--- src/design/sle_pkg.sv ---
// ----------------------------------------------------------------------------
// sle_pkg: shared types and constants of the serial line editor
// Item kinds, result sources, control characters, line capacity and the
// response record passed from the line editor to the result stage.
// ----------------------------------------------------------------------------
package sle_pkg;

    localparam int LINE_CAPACITY = 32;
    localparam int FILL_W        = (LINE_CAPACITY > 1) ? $clog2(LINE_CAPACITY) : 1;
    localparam int KIND_W        = 2;
    localparam int SRC_W         = 2;
    localparam int BYTE_W        = 8;
    localparam int IDX_W         = 5;
    // wide enough to compare any read index against the capacity
    localparam int IDXX_W        = FILL_W + IDX_W;

    localparam logic [BYTE_W-1:0] CH_BS  = 8'h08;
    localparam logic [BYTE_W-1:0] CH_SP  = 8'h20;
    localparam logic [BYTE_W-1:0] CH_CR  = 8'h0D;
    localparam logic [BYTE_W-1:0] CH_LF  = 8'h0A;
    localparam logic [BYTE_W-1:0] CH_NUL = 8'h00;

    typedef enum logic [KIND_W-1:0] {
        KIND_RX      = 2'd0,
        KIND_READ    = 2'd1,
        KIND_RELEASE = 2'd2
    } kind_t;

    typedef enum logic [SRC_W-1:0] {
        SRC_ECHO    = 2'd0,
        SRC_READ    = 2'd1,
        SRC_RELEASE = 2'd2
    } src_t;

    // position within the backspace echo burst (BS, SP, BS)
    typedef enum logic [1:0] {
        PH_FIRST  = 2'd0,
        PH_MIDDLE = 2'd1,
        PH_LAST   = 2'd2
    } phase_t;

    typedef struct packed {
        logic              has_result;
        logic              bs_burst;
        src_t              source;
        logic [BYTE_W-1:0] data;
        logic              line_ready;
    } resp_t;

endpackage

--- src/design/sle_edit.sv ---
// ----------------------------------------------------------------------------
// sle_edit: line store, fill position and ready flag
// Decodes one registered item, updates the editor state when told to apply
// it and describes the results the item produces.
// ----------------------------------------------------------------------------
module sle_edit (
    input  logic                        clk,
    input  logic                        rst_n,
    input  logic                        apply,
    input  logic [sle_pkg::KIND_W-1:0]  kind,
    input  logic [sle_pkg::BYTE_W-1:0]  rx_byte,
    input  logic [sle_pkg::IDX_W-1:0]   read_index,
    output sle_pkg::resp_t              resp
);
    import sle_pkg::*;

    logic [BYTE_W-1:0] store_reg [LINE_CAPACITY];
    logic [FILL_W-1:0] fill_reg;
    logic [FILL_W-1:0] fill_next;
    logic              flag_reg;
    logic              flag_next;
    logic              wr_en;
    logic [BYTE_W-1:0] wr_data;
    logic [IDXX_W-1:0] idx_ext;

    assign idx_ext = IDXX_W'(read_index);

    always_comb
    begin
        resp            = '0;
        resp.source     = SRC_ECHO;
        resp.line_ready = flag_reg;
        fill_next       = fill_reg;
        flag_next       = flag_reg;
        wr_en           = 1'b0;
        wr_data         = rx_byte;
        unique case (kind_t'(kind))
            KIND_RX:
            begin
                if (!flag_reg)
                begin
                    resp.has_result = 1'b1;
                    priority if (rx_byte == CH_BS && fill_reg != '0)
                    begin
                        // erase: step back, echo BS SP BS
                        fill_next     = fill_reg - FILL_W'(1);
                        resp.bs_burst = 1'b1;
                        resp.data     = CH_BS;
                    end
                    else if (rx_byte != CH_CR && rx_byte != CH_LF &&
                             fill_reg != FILL_W'(LINE_CAPACITY - 1))
                    begin
                        wr_en     = 1'b1;
                        fill_next = fill_reg + FILL_W'(1);
                        resp.data = rx_byte;
                    end
                    else
                    begin
                        // end of line (CR, LF or a full store): terminate, raise flag, echo CR
                        wr_en           = 1'b1;
                        wr_data         = CH_NUL;
                        fill_next       = '0;
                        flag_next       = 1'b1;
                        resp.data       = CH_CR;
                        resp.line_ready = 1'b1;
                    end
                end
            end
            KIND_READ:
            begin
                resp.has_result = 1'b1;
                resp.source     = SRC_READ;
                if (idx_ext < IDXX_W'(LINE_CAPACITY))
                    resp.data = store_reg[idx_ext[FILL_W-1:0]];
                else
                    resp.data = CH_NUL;
            end
            KIND_RELEASE:
            begin
                resp.has_result = 1'b1;
                resp.source     = SRC_RELEASE;
                resp.data       = CH_NUL;
                resp.line_ready = 1'b0;
                flag_next       = 1'b0;
            end
            default:
            begin
                resp.has_result = 1'b0;
            end
        endcase
    end

    always_ff @(posedge clk or negedge rst_n)
    begin
        if (!rst_n)
        begin
            fill_reg <= '0;
            flag_reg <= 1'b0;
            for (int i = 0; i < LINE_CAPACITY; i++)
                store_reg[i] <= '0;
        end
        else if (apply)
        begin
            fill_reg <= fill_next;
            flag_reg <= flag_next;
            if (wr_en)
                store_reg[fill_reg] <= wr_data;
        end
    end

endmodule

--- src/design/serial_line_editor_echo_core.sv ---
// ----------------------------------------------------------------------------
// serial_line_editor_echo_core: serial line editor with echo
// Collects received bytes into a line store, returns echo bytes, serves
// reads of the stored line and releases a completed line.
// ----------------------------------------------------------------------------
// An accepted item waits in the input register until the output register can
// take its results; the editor then applies it, and its first result shows
// on the output in the next cycle. The output register sends one result per
// cycle while out_stall is low: an ordinary byte, CR, read or release gives
// one result, a backspace that erases gives three (BS, SP, BS) and holds the
// output register until the last is sent. Items without results (bytes
// received while a completed line waits, and the unused kind) are applied
// without waiting for the output. With no output stall, single-result items
// flow at one per cycle; the three-result echo burst is the rate limiter. The
// line store is flip-flops cleared by reset, so no clearing pass is needed.
// ----------------------------------------------------------------------------
module serial_line_editor_echo_core (
    input  logic                        clk,
    input  logic                        rst_n,
    // input channel
    input  logic                        in_valid,
    output logic                        in_stall,
    input  logic [sle_pkg::KIND_W-1:0]  kind,
    input  logic [sle_pkg::BYTE_W-1:0]  rx_byte,
    input  logic [sle_pkg::IDX_W-1:0]   read_index,
    // result channel
    output logic                        out_valid,
    input  logic                        out_stall,
    output logic [sle_pkg::SRC_W-1:0]   source,
    output logic [sle_pkg::BYTE_W-1:0]  out_byte,
    output logic                        line_ready,
    output logic                        last
);
    import sle_pkg::*;

    // input register
    logic              in_vld_reg;
    logic              in_vld_next;
    logic [KIND_W-1:0] kind_reg;
    logic [BYTE_W-1:0] rx_reg;
    logic [IDX_W-1:0]  idx_reg;

    // result register
    logic              out_vld_reg;
    logic              out_vld_next;
    src_t              src_reg;
    logic [BYTE_W-1:0] byte_reg;
    logic              rdy_reg;
    logic              bs_reg;
    phase_t            phase_reg;
    phase_t            phase_next;

    resp_t             resp;
    logic              in_xfer;
    logic              out_xfer;
    logic              out_last;
    logic              slot_free;
    logic              advance;
    logic              load_out;

    sle_edit u_edit (
        .clk        (clk),
        .rst_n      (rst_n),
        .apply      (advance),
        .kind       (kind_reg),
        .rx_byte    (rx_reg),
        .read_index (idx_reg),
        .resp       (resp)
    );

    // the output slot frees up on the transfer of the final result of a burst
    assign out_last  = !bs_reg || (phase_reg == PH_LAST);
    assign out_xfer  = out_vld_reg && !out_stall;
    assign slot_free = !out_vld_reg || (out_xfer && out_last);

    // apply the held item once its results have somewhere to go
    assign advance  = in_vld_reg && (!resp.has_result || slot_free);
    assign load_out = advance && resp.has_result;
    assign in_stall = in_vld_reg && !advance;
    assign in_xfer  = in_valid && !in_stall;

    always_comb
    begin
        in_vld_next = in_vld_reg;
        if (in_xfer)
            in_vld_next = 1'b1;
        else if (advance)
            in_vld_next = 1'b0;
    end

    always_comb
    begin
        out_vld_next = out_vld_reg;
        phase_next   = phase_reg;
        priority if (load_out)
        begin
            out_vld_next = 1'b1;
            phase_next   = PH_FIRST;
        end
        else if (out_xfer)
        begin
            if (out_last)
                out_vld_next = 1'b0;
            else
                phase_next = (phase_reg == PH_FIRST) ? PH_MIDDLE : PH_LAST;
        end
    end

    always_ff @(posedge clk or negedge rst_n)
    begin
        if (!rst_n)
        begin
            in_vld_reg  <= 1'b0;
            out_vld_reg <= 1'b0;
            phase_reg   <= PH_FIRST;
        end
        else
        begin
            in_vld_reg  <= in_vld_next;
            out_vld_reg <= out_vld_next;
            phase_reg   <= phase_next;
        end
    end

    // hold the payload of the accepted item
    always_ff @(posedge clk)
    begin
        if (in_xfer)
        begin
            kind_reg <= kind;
            rx_reg   <= rx_byte;
            idx_reg  <= read_index;
        end
    end

    // capture the result description of the applied item
    always_ff @(posedge clk)
    begin
        if (load_out)
        begin
            src_reg  <= resp.source;
            byte_reg <= resp.data;
            rdy_reg  <= resp.line_ready;
            bs_reg   <= resp.bs_burst;
        end
    end

    assign out_valid  = out_vld_reg;
    assign source     = src_reg;
    // the middle of the erase burst is a space
    assign out_byte   = (bs_reg && phase_reg == PH_MIDDLE) ? CH_SP : byte_reg;
    assign line_ready = rdy_reg;
    assign last       = out_last;

endmodule

--- config.mk ---
export PLATFORM = sky130hd
export DESIGN_NAME = serial_line_editor_echo_core
export DESIGN_NICKNAME = d
export VERILOG_FILES = /design/src/design/sle_pkg.sv /design/src/design/sle_edit.sv /design/src/design/serial_line_editor_echo_core.sv
export SDC_FILE = /design/constraint.sdc
export NUM_CORES = 1
export LEC_CHECK = 0
export BUFFER_PORTS_ARGS = -buffer_cell sky130_fd_sc_hd__buf_2
export CAP_MARGIN = 5
export CORE_MARGIN = 5
export CORE_UTILIZATION = 45
export DETAILED_ROUTE_END_ITERATION = 10
export GPL_TIMING_DRIVEN = 0
export PLACE_DENSITY = 0.62
export SLEW_MARGIN = 15
export SYNTH_ARGS = -nofsm -noshare
export SYNTH_HDL_FRONTEND = slang
export SYNTH_SLANG_ARGS = --single-unit
--- constraint.sdc ---
create_clock -name clk -period 3.7 [get_ports clk]
set_clock_uncertainty 0.2 [all_clocks]
set_input_delay 0.555 -clock clk [delete_from_list [all_inputs] [get_ports clk]]
set_output_delay 0.555 -clock clk [all_outputs]
set_load 0.01 [all_outputs]
==> metrics.md, run 1 <==
| Metric | Value |
|---|---|
| Max-slew headroom | `29.6%` |
| F_max | `281 MHz` |
| Max_cap viols | `0` |
| Tightest Pin Transition | `~1.1 ns` |
| Initial Util | `45.8%` |
| Final-report hold violation count | `0` |
| Crit end category | `flop` |
| Synth Register Bits | `about 300` |
| Skew-Pair Late Insertion Delay | `between 0.5 and 0.6 ns` |
| Final Util | `roughly 52%` |
| Worst setup SP type | `flop` |
| Die area | `35000 µm²` |
| DRC violations left | `0` |
| Post-synth ARST share | `90.8%` |
| RePlAce Congestion | `approximately 0.93` |
| Number of synthesized flops with an enable pin | `27` |
| Die H | `187 µm` |
| Register area share after synthesis | `a little over half` |
| Layout Area Growth over Synthesis | `13.7%` |
| DP HPWL | `26.0 mm` |
| Post-CTS Setup Bufs | `0` |
| Slew Viols, Final | `0` |
| Clk sinks | `just under 300` |
| Via count | `8485` |
| Critical path, cell by cell | `ha_1 > clkbuf_2 > and3_1 > ha_1 > or2_2 > clkbuf_1 > a21boi_1 > clkbuf_1 > mux2_2` |
| Slowest stage delay, CP | `0.47 ns` |
| Remaining Overflow, GRT | `0` |
| CTS tree | `built` |
| Global-route wire length before repair | `57.3 mm` |
| Crit path max fanout | `10` |
| Gate Count Post-Synth | `approximately 940` |
| Synth Net Count | `971` |
| Core area | `between 30000 and 40000 µm²` |
| Post-synth top flop | `dfrtp_1` |
| Synth Cell Area | `14100 µm²` |
| Initial antenna violation count | `0` |
| RSZ-0062 raised after global routing | `no` |
| IO Pins | `33` |
| PD cells | `588 nW/µm²` |
| Root Driver | `clkbuf_16` |
| Pre-antenna DRT Iters | `5` |
| H-tree levels | `2` |
| Vias in the first global route | `8791` |
| Worst vdd ir | `a little under 0.3 mV` |
| Total Power | `9.43 mW` |
| Vias per cell | `just under 6` |
| Worst-path clk slew | `0.06 ns` |
| Final ANT Viol Nets | `0` |
| DRT iter0 DRCs | `about 610` |
| Synth Warn # | `0` |
| Hold crit path type | `input port to flop` |
| Cell variety after synth | `55` |
| WL per Instance | `between 20 and 30 µm` |
| Post-Syn Area per Cell | `15.0 µm²` |
| Crit-path slowest cell | `a21boi_1` |
| Die X | `187 µm` |
| Pleak | `around 7.4 nW` |
| Routed WL | `between 30 and 40 mm` |
| Net total in the final layout | `1043` |
| Port Buffer Count | `32` |
| Max reg flops | `256` |
| Maximum clock path buffer count | `3` |
| FP Rows | `64` |
| # setup viols final | `0` |
| ANT cells | `0` |
| Final WS setup | `0.139 ns` |
| Worst EP arrival | `3.81 ns` |
| Largest net degree at the start of global routing | `92` |
| Pre-CTS setup slack | `-0.514 ns` |
| Num CTS Buffers | `34` |
| Share of layout cells above drive strength 1 | `44.7%` |
| Final Cycle Share | `between 90% and 100%` |
| Status | `finished, final reports clean` |
| Total GRT Usage | `21.7%` |
| Crit Path Class | `flop to flop` |
| Critical Path RT | `3.95 ns` |
| Tmin final | `3.56 ns` |
-- final cells by class --
class	count	area, µm²
multi-input cells	575	6280
well taps	396	495
fillers	2578	14700
plain buffers	66	357
flip-flops and latches	293	7470
clock buffers	49	1020
clock inverters	12	119
inverters	8	30.0
repair buffers	36	263
-- layer usage --
metal	wire (µm)	global-route usage (%)
met5	0	0
met1	16400	30.5
met2	17600	34.1
met4	1270	7.17
met3	2430	4.54
-- Yosys cell counts (2+ instances only) --
cell,n,share of area (%)
dfrtp_1,266,47
mux2_2,233,19
mux4_2,64,10
nand2_1,54,1.4
clkbuf_1,35,0.93
nor3_4,29,3.3
edfxtp_1,27,5.8
mux2_1,17,1.4
nor2_1,16,0.43
a22oi_1,14,0.75
and2_1,13,0.58
buf_1,13,0.35
o21ai_0,11,0.39
ha_1,10,0.89
mux2i_1,10,0.71
nand3_1,9,0.32
a21boi_0,8,0.43
buf_2,8,0.28
inv_1,8,0.21
mux2_4,8,0.85
nor2b_1,8,0.36
nor3_1,8,0.28
nand2b_1,7,0.31
buf_6,6,0.48
a21oi_1,5,0.18
a31oi_1,4,0.18
a22o_1,3,0.19
and3_1,3,0.13
and3b_1,3,0.19
buf_4,3,0.16
nor3b_1,3,0.16
o22a_1,3,0.19
o31ai_1,3,0.16
a2111oi_0,2,0.12
a32o_1,2,0.14
a32oi_1,2,0.12
nand3b_1,2,0.11
nand4_1,2,0.089
nor3_2,2,0.14
nor4_1,2,0.089
o21bai_1,2,0.11
-- layout by cell type, fill, tap and decap left out, types with 12 or more instances in the layout --
cell type and n:
clkbuf_16 35, and2_1 13, mux4_2 64, edfxtp_1 27, mux2_1 17, clkbuf_2 12
mux2_2 233, nor2_1 16, nor3_4 29, dfrtp_1 266, a22oi_1 14, buf_2 40
clkbuf_1 29, nand2_1 54
-- report_power, final --
group	switching [mW]	leakage [nW]	total (mW)	internal [mW]
clock network	1.33	0.564	3.39	2.06
logic	1.03	2.91	1.92	0.893
registers	0.306	3.90	4.12	3.82
-- worst paths after layout --
kind	from	end	slack, ns	cells after the start
worst min-delay path	read_index[3]	idx_reg[3]	0.02	1
max in group asynchronous	rst_n	u_edit.store_reg[149]	1.53	5
worst max-delay path	u_edit.fill_reg[0]	u_edit.store_reg[203]	0.14	9
worst min register to register	u_edit.store_reg[51]	u_edit.store_reg[51]	0.28	1
worst max register to register	u_edit.fill_reg[0]	u_edit.store_reg[203]	0.14	9
min in group asynchronous	rst_n	phase_reg[0]	0.30	2
-- what timing repair did --
action	in CTS	in global routing
hold buffers	1	0
endpoints found under the hold margin	32	0
endpoints found under the setup margin	170	174
gates resized for setup	18	15
-- worst max-delay path: cells and delay by family, from the launching register on --
| kind | cells | cell delay (ns) |
|---|---|---|
| compound gates | 1 | 0.47 |
| fa+ha+maj | 2 | 0.58 |
| buf+inv | 3 | 0.93 |
| flops | 1 | 0.45 |
| mux | 1 | 0.26 |
| simple gates | 2 | 0.60 |
-- cells by family (layout without fill, tap and decap cells) --
group	Yosys count	count (layout)	share of synthesized area, %
buf+inv	74	171	2.52
compound gates	65	65	3.32
simple gates	168	168	8.51
fa+ha+maj	10	10	0.888
flops	293	293	53.0
mux	332	332	31.8
-- metrics by stage --
| step | hold WS, ns | area, µm² | TNS (ns) | instances |
|---|---|---|---|---|
| final | 0.0245 | 16000 | 0 | 1435 |
| after global routing | 0.00409 | 16000 | 0 | 1435 |
| after CTS | 0.00427 | 16000 | -0.0702 | 1435 |
| after detailed placement | 0.236 | 14800 | -35.55 | 1373 |
| after global placement | 0.263 | 14700 | -884.55 | 1370 |
| after floorplan | 0.0594 | 14100 | 0 | 942 |
Power figures use the tool's default switching activity.
==> run 2: changes to the inputs <==
- HOLD_SLACK_MARGIN: unset -> 0.08
- PLACE_DENSITY: 0.62 -> 0.64
- clock period: 3.7 -> 3.22 ns (I/O delays scaled with it)
==> run 2 against run 1 <==
Net effect: critical path depth is 2 lower; flip-flop and latch count stayed put; cell count up 3.4%; count of clock-buffer cells in the layout shrank 4; critical endpoint is now byte_reg[3]; highest routed layer is now met5.
==> metrics.md, run 2 (synthesis gave the netlist of run 1 again) <==
| Metric | Value |
|---|---|
| Slew Viols, Final | `0` |
| Vias in the first global route | `9010` |
| Final Util | `54.5%` |
| Via count | `8806` |
| Tmin final | `3.16 ns` |
| Layout Area Growth over Synthesis | `19.0%` |
| RSZ-0062 raised after global routing | `no` |
| Critical path, cell by cell | `buf_1 > clkbuf_1 > mux4_2 > nand2_1 > a31oi_1 > a31oi_1 > nand2_1` |
| Final-report hold violation count | `0` |
| Final ANT Viol Nets | `0` |
| Commonest non-fill, non-tap cell in the layout | `dfrtp_1` |
| H-tree levels | `1` |
| Clk sinks | `293` |
| Die X | `~190 µm` |
| DRT iter0 DRCs | `660` |
| Max_cap viols | `0` |
| Critical Path RT | `3.31 ns` |
| Total GRT Usage | `21.9%` |
| F_max | `approximately 320 MHz` |
| Share of layout cells above drive strength 1 | `47.4%` |
| Tightest Pin Transition | `between 1 and 1.5 ns` |
| Initial Util | `45.8%` |
| Register area | `7470 µm²` |
| Routed WL | `38.2 mm` |
| # setup viols final | `0` |
| Area of the multi-input gates | `6360 µm²` |
| Hold crit path type | `input port to async pin` |
| Fillers | `2517` |
| Port Buffer Count | `32` |
| Most frequent cells in the layout | `dfrtp_1 (265), mux2_2 (233), mux4_2 (64)` |
| WL per Instance | `25.7 µm` |
| ANT cells | `0` |
| Crit end category | `flop` |
| Worst Path Buf+Inv | `2` |
| CP delay by family, top | `buffers and inverters` |
| Final Cycle Share | `98.0%` |
| Die area | `35000 µm²` |
| Worst-path clk slew | `approximately 0.060 ns` |
| Pre-antenna DRT Iters | `5` |
| Status | `finished, final reports clean` |
| Crit path max fanout | `10` |
| Net total in the final layout | `around 1100` |
| DP HPWL | `25.7 mm` |
| Skew-Pair Late Insertion Delay | `0.56 ns` |
| Worst EP arrival | `3.25 ns` |
| DRC violations left | `0` |
| Worst setup SP type | `flop` |
| RePlAce Congestion | `a little under 1` |
| Core area | `30700 µm²` |
| Die H | `187 µm` |
| Num CTS Buffers | `31` |
| Root Driver | `clkbuf_16` |
| Maximum clock path buffer count | `3` |
| FP Rows | `64` |
| PD cells | `625 nW/µm²` |
| Initial antenna violation count | `2` |
| Pleak | `7.72 nW` |
| Max-slew headroom | `a little under a third` |
| Remaining Overflow, GRT | `0` |
| Vias per cell | `roughly 5.9` |
| Crit Path Class | `flop to flop` |
| IO Pins | `33` |
| Total Power | `10.5 mW` |
| Crit-path slowest cell | `clkbuf_1` |
| Max reg flops | `256` |
| Global-route wire length before repair | `58.5 mm` |
| Worst vdd ir | `0.421 mV` |
| Slowest stage delay, CP | `roughly 0.63 ns` |
| Largest net degree at the start of global routing | `77` |
| CTS tree | `built` |
-- run 2: changes by cell type in the layout (fill, tap and decap cells not counted), sizes merged --
cell / previous run / this run
buf: 63 / 95
bufinv: 2 / 1
clkbuf: 85 / 84
clkdlybuf4s15: 2 / 3
clkinv: 7 / 8
dlygate4sd3: 1 / 18
-- run 2: per-layer routing --
layer  vias up  GRT usage (%)  wire length (µm)
li1       3768              -                 -
met1      4680           30.5             16600
met2       279           35.1             17900
met3        75           5.52              2660
met4         4           5.09               990
met5         -              0                22
-- run 2: through the flow --
step | TNS [ns] | setup slack (ns) | std cells | cell area (µm²) | hold WS (ns)
after detailed placement | -131.37 | -0.858 | 1373 | 14800 | 0.273
after floorplan | 0 | 0.401 | 942 | 14100 | -0.0126
after global placement | -1065.87 | -3.53 | 1370 | 14700 | 0.262
final | 0 | 0.0645 | 1484 | 16800 | 0.260
after global routing | 0 | 0.0122 | 1484 | 16800 | 0.298
after CTS | 0 | 0.00903 | 1482 | 16600 | 0.287
-- run 2: path summary, 6_finish.rpt --
check	from	endpoint	slack, ns	cells past startpoint
worst max-delay path	idx_reg[2]	byte_reg[3]	0.06	7
worst min-delay path	rst_n	phase_reg[0]	0.26	2
worst max register to register	idx_reg[2]	byte_reg[3]	0.06	7
worst min register to register	u_edit.store_reg[45]	u_edit.store_reg[45]	0.28	1
max in group asynchronous	rst_n	u_edit.store_reg[156]	1.13	5
min in group clk	u_edit.store_reg[45]	u_edit.store_reg[45]	0.28	1
-- run 2: cell type report --
| class | instances | area share, % |
|---|---|---|
| timing repair buffer | 91 | 6.22 |
| clock inverter | 12 | 0.552 |
| sequential | 293 | 44.5 |
| tap | 396 | 2.96 |
| clock buffer | 45 | 5.20 |
| buffer | 64 | 2.43 |
| inverter | 8 | 0.179 |
| multi-input combinational | 575 | 37.9 |
-- run 2: repair_timing --
action	4_1_cts	5_1_grt
pin swaps	3	2
gates resized for setup	53	31
hold endpoints to repair	87	0
setup buffers	36	2
setup endpoints to repair	276	260
gates cloned	0	0
hold buffers	18	0
-- run 2: power by group --
group / switching [mW] / internal, mW / leakage, nW
combinational: 1.20 / 1.09 / 3.35
clock: 1.48 / 1.95 / 0.481
sequential: 0.364 / 4.39 / 3.89
total: 3.05 / 7.43 / 7.72
==> run 3: changes to the inputs <==
- CTS_BUF_LIST: unset -> sky130_fd_sc_hd__clkbuf_8 sky130_fd_sc_hd__clkbuf_16
==> run 3 against run 2 <==
Net effect: fmax shrank 1.6%; clock power shrank 1%; sequential power is essentially flat; critical endpoint unchanged; setup slack lost 0.050 ns; hold slack lost 0.00090 ns; sequential share of layout area is essentially flat; critical path depth is the same; register-to-register slack lost 0.05 ns; global-route usage is the same; flip-flop and latch count is the same; cell count is essentially flat; largest power group unchanged.
==> metrics.md, run 3 (synthesis gave the netlist of run 1 again) <==
| Metric | Value |
|---|---|
| Status | `finished, final reports clean` |
| PD cells | `roughly 620 nW/µm²` |
| Port Buffer Count | `32` |
| RePlAce Congestion | `0.969` |
| FP Rows | `64` |
| Pleak | `roughly 7.8 nW` |
| CP endpoint | `byte_reg[3]` |
| Initial antenna violation count | `2` |
| Largest net degree at the start of global routing | `77` |
| Crit path max fanout | `10` |
| RSZ-0062 raised after global routing | `no` |
| Clk sinks | `293` |
| IO Pins | `33` |
| Die area | `around 35000 µm²` |
| Final Cycle Share | `around 100%` |
| Core area | `30700 µm²` |
| Vias per cell | `5.97` |
| CTS tree | `built` |
| Total Power | `roughly 10 mW` |
| Critical path, cell by cell | `buf_1 > clkbuf_1 > mux4_2 > nand3_1 > a31oi_1 > a31oi_1 > nand2_1` |
| Tightest Pin Transition | `just over 1 ns` |
| Crit end category | `flop` |
| Pre-antenna DRT Iters | `5` |
| H-tree levels | `1` |
| Total GRT Usage | `a little over a fifth` |
| Final-report hold violation count | `0` |
| Crit Path Class | `flop to flop` |
| Worst EP arrival | `3.30 ns` |
| DRT iter0 DRCs | `approximately 640` |
| RR Startpoint | `idx_reg[2]` |
| Hold crit path type | `input port to async pin` |
| Slew Viols, Final | `0` |
| Initial Util | `between 40% and 50%` |
| Root Driver | `clkbuf_16` |
| Die H | `187 µm` |
| Dpl cells | `1373` |
| Cell internal pwr | `7.39 mW` |
| Non-Filler Instances | `1485` |
| DP HPWL | `25.7 mm` |
| Tmin final | `3.21 ns` |
| Switching power | `approximately 3 mW` |
| Combinational Power Share | `21.9%` |
| Clk pwr share | `32.5%` |
| Crit-path slowest cell | `clkbuf_1` |
| Slowest stage delay, CP | `0.62 ns` |
| Final ANT Viol Nets | `0` |
| Max reg flops | `256` |
| Layout Area Growth over Synthesis | `19.0%` |
| Max_cap viols | `0` |
| F_max | `between 300 and 400 MHz` |
| # setup viols final | `0` |
| Sequential share of power | `between 40% and 50%` |
| Skew-Pair Late Insertion Delay | `0.56 ns` |
| Net total in the final layout | `1093` |
| Via count | `between 8000 and 9000` |
| Die X | `187 µm` |
| Commonest non-fill, non-tap cell in the layout | `dfrtp_1` |
| Reg-to-Reg End | `byte_reg[3]` |
| WL per Instance | `25.7 µm` |
| Worst-path clk slew | `0.06 ns` |
| Num CTS Buffers | `31` |
| Max-slew headroom | `32.2%` |
| Worst setup SP type | `flop` |
| Fillers | `2518` |
| R2R Setup Slk | `~0.014 ns` |
| Routed WL | `approximately 38 mm` |
| CP Launch Point | `idx_reg[2]` |
| Worst vdd ir | `0.420 mV` |
| DRC violations left | `0` |
| Most frequent cells in the layout | `dfrtp_1 (265), mux2_2 (233), mux4_2 (64)` |
| Critical Path RT | `3.31 ns` |
| Global-route wire length before repair | `a little under 60 mm` |
| Sw frac | `between 20% and 30%` |
| Maximum clock path buffer count | `3` |
| Vias in the first global route | `9010` |
| Share of layout cells above drive strength 1 | `47.3%` |
| Most common cell type on the critical path | `a31oi_1` |
| Remaining Overflow, GRT | `0` |
| Cells on worst reg2reg path | `7` |
-- run 3: cell types whose count changed in the layout (fill, tap and decap cells not counted) --
cell / previous run / this run
diode_2: 0 / 1
inv_1: 8 / 18
clkbuf_1: 21 / 12
clkbuf_4: 10 / 9
-- run 3: critical path, delay by kind of cell (launching register included) --
kind	cells	cell delay, ns
AND/OR/NAND/NOR	2	0.22
buffers and inverters	2	1.22
multiplexers	1	0.42
flip-flops	1	0.43
AO/OA/AOI/OAI	2	0.44
-- run 3: power by group through the flow --
stage / logic (mW) / clock network (mW) / registers [mW]
after global routing: 2.45 / 3.62 / 4.83
after floorplan: 1.55 / 0 / 4.68
after detailed placement: 2.18 / 0 / 4.80
final: 2.29 / 3.39 / 4.75
after CTS: 2.25 / 3.45 / 4.74
after global placement: 2.12 / 0 / 4.78
-- run 3: per-layer routing --
| layer | global-route usage [%] | routed length (µm) | part of all wire, % |
|---|---|---|---|
| met5 | 0 | 0 | 0 |
| met4 | 5.09 | 936 | 2.5 |
| met3 | 5.52 | 3010 | 7.9 |
| met2 | 35.1 | 17900 | 47 |
| met1 | 30.5 | 16300 | 43 |
-- run 3: cell type report --
cell class              instances  area [µm²]  share of cell area, %
repair buffers                 91        1040                   6.22
clock inverters                22         130                  0.776
inverters                       8        30.0                  0.179
flip-flops and latches        293        7470                   44.5
plain buffers                  64         407                   2.43
well taps                     396         495                   2.96
multi-input cells             575        6360                   37.9
clock buffers                  35         831                   4.96
diodes                          1        2.50                 0.0149
-- run 3: what timing repair did --
item	CTS	global route
hold endpoints to repair	87	0
pin swaps	3	2
endpoints found under the setup margin	276	260
gates cloned	0	0
hold buffers	18	0
setup buffers	36	2
resized for setup	53	31
-- run 3: per-stage QoR --
step                       TNS, ns  utilization (%)  cell area (µm²)  setup WS (ns)  hold slack (ns)
after floorplan                  0                -            14100          0.401          -0.0126
after global placement    -1065.87             48.0            14700          -3.53            0.262
after detailed placement   -131.37             48.3            14800         -0.858            0.273
after CTS                        0             54.1            16600        0.00903            0.287
after global routing             0             54.5            16800         0.0123            0.298
final                            0             54.5            16800         0.0145            0.259
-- run 3: how the worst min path moves through the flow --
| stage | from | endpoint | slack, ns | depth (start not counted) |
|---|---|---|---|---|
| after floorplan | rst_n | in_vld_reg | -0.01 | 0 |
| after global placement | u_edit.store_reg[69] | u_edit.store_reg[69] | 0.26 | 1 |
| after detailed placement | u_edit.store_reg[44] | u_edit.store_reg[44] | 0.27 | 1 |
| after CTS | rst_n | phase_reg[0] | 0.29 | 2 |
| after global routing | u_edit.store_reg[52] | u_edit.store_reg[52] | 0.30 | 1 |
| final | rst_n | phase_reg[0] | 0.26 | 2 |
